==> src/rtl/core/recent_id_list_move_to_front_macros.svh <==
// assertion helpers for the top-level rtl file
`ifndef RECENT_ID_LIST_MOVE_TO_FRONT_MACROS_SVH
`define RECENT_ID_LIST_MOVE_TO_FRONT_MACROS_SVH

// condition holds at every clock edge outside reset
`define RMTF_ASSERT_ALWAYS(lbl, cond) \
  lbl: assert property (@(posedge clk) disable iff (!rst_n) (cond)) \
    else $error("rmtf assertion failed");

// consequent holds in the cycle after the antecedent
`define RMTF_ASSERT_NEXT(lbl, ante, cons) \
  lbl: assert property (@(posedge clk) disable iff (!rst_n) (ante) |=> (cons)) \
    else $error("rmtf assertion failed");

`endif

==> src/rtl/core/rmtf_pkg.sv <==
`timescale 1ns / 1ps
package rmtf_pkg;

  localparam int LIST_DEPTH = 8;
  localparam int IDX_W      = (LIST_DEPTH > 1) ? $clog2(LIST_DEPTH) : 1;
  localparam int CNT_W      = $clog2(LIST_DEPTH + 1);

  localparam int ID_W       = 8;
  localparam int POS_W      = 8;
  localparam int REQ_W      = 2;
  localparam int IDX_OUT_W  = 3;
  localparam int CNT_OUT_W  = 4;
  localparam int MASK_W     = 64;
  localparam int CFG_IDX_W  = 3;

  localparam logic [CFG_IDX_W-1:0] CFG_MASK_0  = 3'd0;
  localparam logic [CFG_IDX_W-1:0] CFG_MASK_1  = 3'd1;
  localparam logic [CFG_IDX_W-1:0] CFG_MASK_2  = 3'd2;
  localparam logic [CFG_IDX_W-1:0] CFG_MASK_3  = 3'd3;
  localparam logic [CFG_IDX_W-1:0] CFG_NULL_ID = 3'd4;

  typedef enum logic [REQ_W-1:0] {
    REQ_ADD  = 2'd0,
    REQ_DEL  = 2'd1,
    REQ_GET  = 2'd2,
    REQ_FIND = 2'd3
  } req_t;

  typedef struct packed {
    logic load_left;
    logic load_right;
  } cell_ctrl_t;

endpackage

==> src/rtl/core/rmtf_cell.sv <==
`timescale 1ns / 1ps
module rmtf_cell (
  input  logic                        clk,
  input  rmtf_pkg::cell_ctrl_t        ctrl,
  input  logic [rmtf_pkg::ID_W-1:0]   left_data,
  input  logic [rmtf_pkg::ID_W-1:0]   right_data,
  input  logic [rmtf_pkg::ID_W-1:0]   key,
  output logic [rmtf_pkg::ID_W-1:0]   data,
  output logic                        key_eq
);

  logic [rmtf_pkg::ID_W-1:0] entry_r;
  logic [rmtf_pkg::ID_W-1:0] entry_nxt;

  always_comb begin
    entry_nxt = entry_r;
    if (ctrl.load_left) begin
      entry_nxt = left_data;
    end else if (ctrl.load_right) begin
      entry_nxt = right_data;
    end
  end

  always_ff @(posedge clk) begin
    entry_r <= entry_nxt;
  end

  assign data   = entry_r;
  assign key_eq = (entry_r == key);

endmodule

==> src/rtl/core/rmtf_ctrl.sv <==
`timescale 1ns / 1ps
module rmtf_ctrl (
  input  logic                                 active,
  input  rmtf_pkg::req_t                       req_type,
  input  logic [rmtf_pkg::POS_W-1:0]           position,
  input  logic [rmtf_pkg::CNT_W-1:0]           fill,
  input  logic [rmtf_pkg::LIST_DEPTH-1:0]      hit_vec,
  input  logic                                 add_ok,
  output rmtf_pkg::cell_ctrl_t [rmtf_pkg::LIST_DEPTH-1:0] cell_ctrl,
  output logic [rmtf_pkg::CNT_W-1:0]           fill_nxt,
  output logic [rmtf_pkg::IDX_W-1:0]           find_idx,
  output logic                                 find_hit,
  output logic                                 pos_ok
);

  logic insert;

  // lowest matching index wins
  always_comb begin
    find_idx = '0;
    for (int i = rmtf_pkg::LIST_DEPTH - 1; i >= 0; i--) begin
      if (hit_vec[i]) begin
        find_idx = rmtf_pkg::IDX_W'(i);
      end
    end
  end

  assign find_hit = |hit_vec;
  assign pos_ok   = (position < rmtf_pkg::POS_W'(fill));
  assign insert   = !find_hit && add_ok;

  always_comb begin
    fill_nxt = fill;
    for (int i = 0; i < rmtf_pkg::LIST_DEPTH; i++) begin
      cell_ctrl[i] = '0;
    end
    if (active) begin
      case (req_type)
        rmtf_pkg::REQ_ADD: begin
          for (int i = 0; i < rmtf_pkg::LIST_DEPTH; i++) begin
            // move to front shifts only the cells up to the match; a new id shifts every cell
            if (insert || (find_hit && rmtf_pkg::IDX_W'(i) <= find_idx)) begin
              cell_ctrl[i].load_left = 1'b1;
            end
          end
          if (insert && fill != rmtf_pkg::CNT_W'(rmtf_pkg::LIST_DEPTH)) begin
            fill_nxt = fill + 1'b1;
          end
        end
        rmtf_pkg::REQ_DEL: begin
          if (pos_ok) begin
            for (int i = 0; i < rmtf_pkg::LIST_DEPTH; i++) begin
              if (rmtf_pkg::POS_W'(i) >= position) begin
                cell_ctrl[i].load_right = 1'b1;
              end
            end
            fill_nxt = fill - 1'b1;
          end
        end
        default: begin
          fill_nxt = fill;
        end
      endcase
    end
  end

endmodule

==> src/rtl/core/recent_id_list_move_to_front.sv <==
`timescale 1ns / 1ps
// most-recent-first list of 8-bit ids with move to front on repeat add
// input: a transaction is taken at a rising edge with start high and busy low;
//   in_req_type selects add, delete at index, get at index or find id
// config: cfg_we writes cfg_wdata into register cfg_index (allowed masks 0..3,
//   then null id); write only while no transaction is in flight
// output: out_valid is high for exactly one cycle, the cycle after the
//   transaction is taken; out_id_out, out_index_out, out_hit and
//   out_entry_count are valid in that cycle only
// throughput: one transaction per cycle, busy stays low
// the list is a chain of cells, one per entry; every cell compares its entry
//   against the key and loads from its left or right neighbor in the same
//   cycle; the head cell takes the new id as its left data
// reset: entry count, masks and null id go to zero; no result is pending
// the receiver cannot stall: each result must be taken in its strobe cycle
`include "recent_id_list_move_to_front_macros.svh"
module recent_id_list_move_to_front (
  input  logic                                 clk,
  input  logic                                 rst_n,
  input  logic                                 start,
  output logic                                 busy,
  input  logic [rmtf_pkg::REQ_W-1:0]           in_req_type,
  input  logic [rmtf_pkg::ID_W-1:0]            in_task_id,
  input  logic [rmtf_pkg::POS_W-1:0]           in_position,
  output logic                                 out_valid,
  output logic [rmtf_pkg::ID_W-1:0]            out_id_out,
  output logic [rmtf_pkg::IDX_OUT_W-1:0]       out_index_out,
  output logic                                 out_hit,
  output logic [rmtf_pkg::CNT_OUT_W-1:0]       out_entry_count,
  input  logic                                 cfg_we,
  input  logic [rmtf_pkg::CFG_IDX_W-1:0]       cfg_index,
  input  logic [rmtf_pkg::MASK_W-1:0]          cfg_wdata
);

  localparam int D = rmtf_pkg::LIST_DEPTH;

  logic [rmtf_pkg::MASK_W-1:0]    mask_r [4];
  logic [rmtf_pkg::ID_W-1:0]      null_id_r;
  logic [rmtf_pkg::CNT_W-1:0]     fill_r;
  logic [rmtf_pkg::CNT_W-1:0]     fill_nxt;

  logic                           out_valid_r;
  logic [rmtf_pkg::ID_W-1:0]      out_id_r, out_id_nxt;
  logic [rmtf_pkg::IDX_OUT_W-1:0] out_index_r, out_index_nxt;
  logic                           out_hit_r, out_hit_nxt;
  logic [rmtf_pkg::CNT_OUT_W-1:0] out_count_r;

  logic                           accept;
  rmtf_pkg::req_t                 req;
  logic [4*rmtf_pkg::MASK_W-1:0]  allowed;
  logic                           add_ok;
  logic [rmtf_pkg::ID_W-1:0]      entry [D];
  logic [D-1:0]                   key_eq;
  logic [D-1:0]                   hit_vec;
  rmtf_pkg::cell_ctrl_t [D-1:0]   cell_ctrl;
  logic [rmtf_pkg::IDX_W-1:0]     find_idx;
  logic                           find_hit;
  logic                           pos_ok;
  logic [rmtf_pkg::ID_W-1:0]      get_data;

  assign busy   = 1'b0;
  assign accept = start && !busy;
  assign req    = rmtf_pkg::req_t'(in_req_type);

  assign allowed = {mask_r[3], mask_r[2], mask_r[1], mask_r[0]};
  assign add_ok  = allowed[in_task_id] && (in_task_id != null_id_r);

  genvar g;
  generate
    for (g = 0; g < D; g++) begin : g_cell
      logic [rmtf_pkg::ID_W-1:0] left_data;
      logic [rmtf_pkg::ID_W-1:0] right_data;
      if (g == 0) begin : g_head
        assign left_data = in_task_id;
      end else begin : g_mid
        assign left_data = entry[g-1];
      end
      // the tail takes its own value on delete; that slot falls out of range
      if (g == D - 1) begin : g_tail
        assign right_data = entry[g];
      end else begin : g_body
        assign right_data = entry[g+1];
      end
      rmtf_cell u_cell (
        .clk        (clk),
        .ctrl       (cell_ctrl[g]),
        .left_data  (left_data),
        .right_data (right_data),
        .key        (in_task_id),
        .data       (entry[g]),
        .key_eq     (key_eq[g])
      );
      assign hit_vec[g] = key_eq[g] && (rmtf_pkg::CNT_W'(g) < fill_r);
    end
  endgenerate

  rmtf_ctrl u_ctrl (
    .active    (accept),
    .req_type  (req),
    .position  (in_position),
    .fill      (fill_r),
    .hit_vec   (hit_vec),
    .add_ok    (add_ok),
    .cell_ctrl (cell_ctrl),
    .fill_nxt  (fill_nxt),
    .find_idx  (find_idx),
    .find_hit  (find_hit),
    .pos_ok    (pos_ok)
  );

  always_comb begin
    get_data = '0;
    for (int i = 0; i < D; i++) begin
      if (in_position == rmtf_pkg::POS_W'(i)) begin
        get_data = get_data | entry[i];
      end
    end
  end

  always_comb begin
    out_id_nxt    = '0;
    out_index_nxt = '0;
    out_hit_nxt   = 1'b0;
    case (req)
      rmtf_pkg::REQ_GET: begin
        out_id_nxt  = pos_ok ? get_data : null_id_r;
        out_hit_nxt = pos_ok;
      end
      rmtf_pkg::REQ_FIND: begin
        out_index_nxt = find_hit ? rmtf_pkg::IDX_OUT_W'(find_idx) : '0;
        out_hit_nxt   = find_hit;
      end
      default: begin
        out_hit_nxt = 1'b0;
      end
    endcase
  end

  always_ff @(posedge clk) begin
    if (!rst_n) begin
      mask_r[0] <= '0;
      mask_r[1] <= '0;
      mask_r[2] <= '0;
      mask_r[3] <= '0;
      null_id_r <= '0;
    end else if (cfg_we) begin
      case (cfg_index)
        rmtf_pkg::CFG_MASK_0:  mask_r[0] <= cfg_wdata;
        rmtf_pkg::CFG_MASK_1:  mask_r[1] <= cfg_wdata;
        rmtf_pkg::CFG_MASK_2:  mask_r[2] <= cfg_wdata;
        rmtf_pkg::CFG_MASK_3:  mask_r[3] <= cfg_wdata;
        rmtf_pkg::CFG_NULL_ID: null_id_r <= cfg_wdata[rmtf_pkg::ID_W-1:0];
        default: begin
          null_id_r <= null_id_r;
        end
      endcase
    end
  end

  always_ff @(posedge clk) begin
    if (!rst_n) begin
      fill_r      <= '0;
      out_valid_r <= 1'b0;
    end else begin
      out_valid_r <= accept;
      if (accept) begin
        fill_r <= fill_nxt;
      end
    end
  end

  always_ff @(posedge clk) begin
    if (accept) begin
      out_id_r    <= out_id_nxt;
      out_index_r <= out_index_nxt;
      out_hit_r   <= out_hit_nxt;
      out_count_r <= rmtf_pkg::CNT_OUT_W'(fill_nxt);
    end
  end

  assign out_valid       = out_valid_r;
  assign out_id_out      = out_id_r;
  assign out_index_out   = out_index_r;
  assign out_hit         = out_hit_r;
  assign out_entry_count = out_count_r;

  `RMTF_ASSERT_NEXT(a_strobe_follows_accept, accept, out_valid)
  `RMTF_ASSERT_ALWAYS(a_fill_in_range, fill_r <= rmtf_pkg::CNT_W'(D))
  `RMTF_ASSERT_NEXT(a_fill_holds_when_idle, !accept, $stable(fill_r))
  `RMTF_ASSERT_NEXT(a_count_reports_fill, accept,
                    out_entry_count == rmtf_pkg::CNT_OUT_W'(fill_r))

endmodule

==> config.mk <==
export PLATFORM = sky130hd
export DESIGN_NAME = recent_id_list_move_to_front
export DESIGN_NICKNAME = d
export VERILOG_FILES = /design/src/rtl/core/rmtf_pkg.sv /design/src/rtl/core/rmtf_cell.sv /design/src/rtl/core/rmtf_ctrl.sv /design/src/rtl/core/recent_id_list_move_to_front.sv
export VERILOG_INCLUDE_DIRS = /design/src /design/src/rtl/core
export SDC_FILE = /design/constraint.sdc
export NUM_CORES = 1
export LEC_CHECK = 0
export ABC_AREA = 1
export BUFFER_PORTS_ARGS = -buffer_cell sky130_fd_sc_hd__buf_2
export CORE_UTILIZATION = 55
export DETAILED_ROUTE_END_ITERATION = 10
export HOLD_SLACK_MARGIN = 0.06
export PLACE_DENSITY = 0.76
export RECOVER_POWER = 50
export SLEW_MARGIN = 20
export SYNTH_ARGS = -nofsm -noshare
export SYNTH_HDL_FRONTEND = slang
export SYNTH_SLANG_ARGS = --single-unit
==> constraint.sdc <==
create_clock -name clk -period 2.8 [get_ports clk]
set_input_delay 0.28 -clock clk [delete_from_list [all_inputs] [get_ports clk]]
set_output_delay 0.28 -clock clk [all_outputs]
set_load 0.05 [all_outputs]
# [Word-level counts from Yosys, hierarchy flattened]
# Memory sizes are Yosys's and may differ from the RTL's.
# Cells that the tools add are included.
# Widths: inputs -> output; s select.
[op_classes] addsub=2 order_cmp=26 muxes=99 n_reduce_logical=41 n_eq_ne=24 bitwise_logic=11
[ops] cell="$mux 64" n=4
[ops] cell="$mux 8" n=23
[ops] cell="$eq 8x8->1" n=8
[ops] cell="$mux 1" n=58
[ops] cell="$or 8x8->8" n=7
[ops] cell="$eq 8x3->1 const B" n=4
[ops] cell="$ge 3x8->1 const A" n=4
[ops] cell="$mux 3" n=8
[ops] cell="$logic_and 1x1->1" n=19
[ops] cell="$eq 8x2->1 const B" n=2
[ops] cell="$ge 1x8->1 const A" n=2
[ops] cell="$ge 2x8->1 const A" n=2
[ops] cell="$lt 3x4->1 const A" n=4
[ops] cell="$mux 16" n=1
[ops] cell="$reduce_bool 2->1" n=7
[ops] cell="$le 3x3->1 const A" n=4
[ops] cell="$lt 8x9->1 const B" n=1
[ops] cell="$bmux 1 s8" n=1
[ops] cell="$eq 8x1->1 const B" n=1
[ops] cell="$logic_not 8->1" n=1
[ops] cell="$logic_or 1x1->1" n=8
[ops] cell="$lt 1x4->1 const A" n=2
[ops] cell="$lt 2x4->1 const A" n=2
[ops] cell="$lt 8x4->1" n=1
[ops] cell="20 further kinds" n=29
[word_totals] ramBits=256 register_bits=93 output_inout_bits=18 mem_count=1 in_bits=89
[mem_list] name="mask_r" depth=4 word_bits=64 read_ports=4 rd_ports_with_merged_regs=0 write_ports=4 line="recent_id_list_move_to_front.sv:37" source="logic [rmtf_pkg::MASK_W-1:0] mask_r [4];"

# [Longest topological paths before layout]
[logic_depth] word_depth=18 ltp_mapped=21 ltp_nobuf=19

# [Hierarchy]
# From an unflattened synthesis, not the netlist that was laid out.
[unflattened] cells_unflattened=2199 hier_area_um2=18176.2
[by_module_without_submodules] mod="recent_id_list_move_to_front" n_inst=1 cells_per_inst=1433 area_per_inst_um2=13344.0 seq_area_each_um2=8428.1
[by_module_without_submodules] mod="rmtf_cell" n_inst=8 cells_per_inst=79 area_per_inst_um2=510.5 seq_area_each_um2=240.2
[by_module_without_submodules] mod="rmtf_ctrl" n_inst=1 cells_per_inst=134 area_per_inst_um2=748.2 seq_area_each_um2=0.0

# [Least setup slack after synthesis]
# No wires, ideal clock.
[synth_timing] path_type="reg2reg" start="register fill_r[0] (netlist name)" end="register g_cell[7].u_cell.entry_r (netlist bit g_cell[7].u_cell.data[0]), enable pin" stages_incl_launch_ff=16 t_required_ns=2.425 arrival_time_ns=2.632 setup_ns=0.375 path_buffers=2 synth_period_minus_slack_ns=3.008 slack_ns=-0.208 path_cell_list="dfxtp_1 -> inv_1 -> ha_1 -> inv_1 -> nor2_1 -> nor4_4 -> nand2_1 -> nand2_1 -> nor2_4 -> nand2_4 -> inv_2 -> nand2_4 -> nand2_4 -> buf_2 -> buf_2 -> a21oi_1"
[synth_lines] item="start, declared" line="recent_id_list_move_to_front.sv:39" source="logic [rmtf_pkg::CNT_W-1:0] fill_r;"
[synth_lines] item="start signal, assigned" line="recent_id_list_move_to_front.sv:167" source="fill_r <= fill_nxt;"
[synth_lines] item="end signal, assigned" line="rmtf_cell.sv:25" source="entry_r <= entry_nxt;"
[synth_lines] item="end, declared" line="rmtf_cell.sv:12" source="logic [rmtf_pkg::ID_W-1:0] entry_r;"

# [Worst setup path after layout]
[layout_timing] start="register fill_r[1] (netlist name)" end="register g_cell[1].u_cell.entry_r (netlist bit g_cell[1].u_cell.data[2]), enable pin"
[layout_via] elab_chain_len=17
[layout_rtl] item="$lt 3x4->1" line="recent_id_list_move_to_front.sv:93" source="assign hit_vec[g] = key_eq[g] && (rmtf_pkg::CNT_W'(g) < fill_r);"
[layout_rtl] item="$logic_and 1x1->1" line="recent_id_list_move_to_front.sv:93"
[layout_rtl] item="$mux 3 (8 in a row)" line="rmtf_ctrl.sv:22" source="if (hit_vec[i]) begin"
[layout_rtl] item="$le 1x3->1" line="rmtf_ctrl.sv:42" source="if (insert || (find_hit && rmtf_pkg::IDX_W'(i) <= find_idx)) begin"
[layout_rtl] item="$logic_and 1x1->1" line="rmtf_ctrl.sv:42"
[layout_rtl] item="$logic_or 1x1->1" line="rmtf_ctrl.sv:42"
[layout_rtl] item="$mux 1" line="rmtf_ctrl.sv:42"
[layout_rtl] item="$mux 1" line="rmtf_ctrl.sv:38" source="case (req_type)"
[layout_rtl] item="$mux 16 (*)" line="rmtf_ctrl.sv:37" source="if (active) begin"
[layout_rtl] item="$reduce_bool 2->1 (no source line) (*)"
[layout_rtl] item="end signal, assigned" line="rmtf_cell.sv:25"
[layout_rtl] item="end, declared" line="rmtf_cell.sv:12"
# Every way passes the cells marked *; elsewhere a longest branch is shown, timed or not.
# A chain may end at the register's enable or synchronous reset.

==> run_results.csv <==
group,metric,value,unit
setup_path,crit_required,2970,ps
sta,finalSetupViolations,0,
layout,n_antenna_cell,0,
clock_tree,cts_root_buf,"clkbuf_16",
global_route,grt_pass1_wl,75200,um
logic_synthesis,synth_seq_cells,349,
hold_path,hold_path_class,"in2reg",
pwr,p_per_area,611,nW/um2
floorplan,dieWidth,180,um
pwr,leakage,8.52,nW
logic_synthesis,postSynthAreaPerCell,9.16,um2
sta,period_needed,2680,ps
sta,relSlewSlack,-0.235,
sta,max_freq,372,MHz
logic_synthesis,ys.flop_type,"edfxtp_1",
placement,dpl_cell_area,19100,um2
status,violations,"design-rule violations, max-capacitance violations, max-slew violations",
clock_tree,post_cts_buffers,0,
route,drt_iter0_markers,1305,
floorplan,ios,107,
pwr,p_seq_frac,0.496,
route,via_per_inst,5.75,
sta,worst_pin_slew,1850,ps
global_route,grt_max_degree,65,
setup_path,worstSetupStartpointType,"register",
global_route,grt_overflow,0,
logic_synthesis,synth_edf_count,336,
global_route,grtUsageTotal,0.300,
global_route,grt_pass1_vias,13900,
floorplan,die_area,32300,um2
logic_synthesis,synth_nets,1991,
placement,dpl.hpwl,33100,um
logic_synthesis,synthArstFlopShare,0,
route,wirelength,47900,um
sta,fin_skew,21.6,ps
route,antenna_left,0,
sta,rsz0062_at_grt,"false",
pwr,max-vdd-ir-drop,0.000510,V
clock_tree,cts_buffers,39,
setup_path,crit_top_cell,"nand2_4",
pwr,pwr-share-clk,0.399,
clock_tree,htreeDepth,2,
layout,final_nets,2139,
sta,whs,85.3,ps
placement,gp_congestion,0.982,
setup_path,crit_arrival,2850,ps
pwr,intPower,0.00934,W
status,outcome,"finished with violations",
clock_tree,cts_buffer_depth,3,
pwr,comb_power_share,0.105,
floorplan,start_util,0.564,
sta,fin_crit_sh,0.959,
logic_synthesis,synthCells,1896,
sta,finalHoldViolCount,0,
floorplan,core_area,30800,um2
route,routedWlPerCell,19.4,um
clock_tree,cts_tree,"built",
sta,tns,0,ps
route,drtPass1Iterations,9,
route,drcViolationCount,6,
logic_synthesis,syn_area,17400,um2
logic_synthesis,ys.warnings.count,0,
sta,drv_slew,260,
floorplan,std_cell_rows,64,
layout,drive_gt1_frac,0.142,
pwr,p_switching,0.00304,W
setup_path,worst_setup_path_end_kind,"register",
setup_path,critPathMaxStageDelay,380,ps
layout,area_growth,16.5,%
setup_path,crit_type,"reg2reg",
layout,final_area,20200,um2
setup_path,crit_slowest_cell,"dfxtp_2",
floorplan,die_h,180,um
setup_path,worstPathMaxFanout,8,
clock_tree,clk-insertion-delay-late,540,ps
job,cap_violations,4,
placement,numPortBuffers,105,
route,num_vias,14200,
global_route,antenna_found_initial,0,
setup_path,path_cells,"inv_1, ha_1, inv_1, nor2_1, nor4_4, nand2_1, nand2_2, nor2_4, nand2_4, inv_2, nand2_4, nand2_4, a21oi_4, o21bai_2",
logic_synthesis,synth_cell_types,45,
pwr,swShare,0.245,
logic_synthesis,synth_seq_area_share,0.596,
clock_tree,clk_transition_reported_paths,60,ps
clock_tree,cts.sinks,349,
## stage by stage
| step | instances | worst slack, ps | util | total power, W |
|---|---|---|---|---|
| floorplan | 1896 | -21.4 | - | 0.00701 |
| global placement | 2399 | -48.2 | 0.619 | 0.00749 |
| detailed placement | 2399 | -83.0 | 0.619 | 0.00753 |
| CTS | 2469 | 23.9 | 0.659 | 0.0124 |
| global route | 2469 | 19.2 | 0.657 | 0.0128 |
| finish | 2469 | 115 | 0.657 | 0.0124 |
## kinds of logic (layout without fill, tap and decap cells)
kind of cell             Yosys count  count (layout)  synth area share
AND/OR/NAND/NOR                 1075            1075             0.263
AO/OA/AOI/OAI                    159             159            0.0524
flip-flops                       349             349             0.596
other                              1               1          0.000216
adder cells (fa/ha/maj)            6               6           0.00432
buffers and inverters            266             443            0.0642
XOR/XNOR                          40              40            0.0202
## state kept, by name, summed over array words and instances (netlist names)
name / count
mask_r: 256
g_cell.u_cell.data: 64
null_id_r: 8
out_id_out: 8
fill_r: 4
out_entry_count: 4
out_index_out: 3
out_hit: 1
out_valid: 1
## power groups by stage
stage               registers [W]  logic (W)  clock network [W]
floorplan                 0.00627   0.000744                  0
global placement          0.00623    0.00126                  0
detailed placement        0.00624    0.00129                  0
CTS                       0.00613    0.00130            0.00499
global route              0.00616    0.00142            0.00520
finish                    0.00614    0.00130            0.00493
## cells in the mapped netlist, types with 14 or more instances
cell type / count / area share
inv_1: 151 / 0.033
nand4_1: 23 / 0.0083
xnor2_1: 22 / 0.011
nand2_1: 439 / 0.095
clkbuf_1: 42 / 0.0091
o21ai_1: 38 / 0.011
o22ai_1: 14 / 0.0050
edfxtp_1: 336 / 0.58
nor2_1: 303 / 0.065
a21oi_1: 33 / 0.0095
nand3_1: 275 / 0.079
buf_2: 49 / 0.014
xor2_1: 18 / 0.0091
o21ai_0: 45 / 0.013
## worst paths after layout
| kind | depth (start not counted) | slack [ps] | start | end |
|---|---|---|---|---|
| worst max-delay path | 14 | 120 | fill_r[1]$_SDFFE_PN0P_ | g_cell[1].u_cell.data[2]$_DFFE_PP_ |
| worst min-delay path | 3 | 90 | cfg_wdata[37] | mask_r[1][37]$_SDFFCE_PN0P_ |
| worst max register to register | 14 | 120 | fill_r[1]$_SDFFE_PN0P_ | g_cell[1].u_cell.data[2]$_DFFE_PP_ |
| worst min register to register | 0 | 560 | g_cell[6].u_cell.data[6]$_DFFE_PP_ | g_cell[7].u_cell.data[6]$_DFFE_PP_ |
## what timing repair did
item / 4_1_cts / 5_1_grt
endpoints found under the setup margin: 0 / 112
hold buffers: 0 / 0
resized for setup: 0 / 4
## layout by cell type, fill, tap and decap left out, drive strengths merged, types with 7 or more instances in the layout
master / count
buf: 204
xnor2: 22
inv: 160
nor3: 12
o211ai: 7
nand3: 275
nor4: 7
clkbuf: 60
a21oi: 34
clkinv: 16
o22ai: 14
nand2: 444
nor2: 308
o21ai: 83
dfxtp: 13
xor2: 18
nand4: 24
edfxtp: 336
## layout make-up
| cell class | instances | area (um2) |
|---|---|---|
| fill | 2441 | 10600 |
| sequential | 349 | 10400 |
| multi-input combinational | 1281 | 5940 |
| timing repair buffer | 214 | 1640 |
| clock buffer | 50 | 1020 |
| inverter | 159 | 598 |
| tap | 396 | 495 |
| clock inverter | 20 | 203 |
## critical path: cells and delay by family, from the launching register on
kind	cells	cell delay [ps]
buffers and inverters	3	290
adder cells (fa/ha/maj)	1	250
AO/OA/AOI/OAI	2	400
AND/OR/NAND/NOR	8	980
flip-flops	1	380
## routing by layer
| layer | up-vias | GRT usage | wire length [um] |
|---|---|---|---|
| li1 | 6675 | - | - |
| met1 | 6764 | 0.398 | 19500 |
| met5 | - | 0.00889 | 41 |
| met2 | 659 | 0.499 | 23000 |
| met4 | 2 | 0.113 | 1530 |
| met3 | 109 | 0.0462 | 3850 |
(Power assumes the default switching activity.)
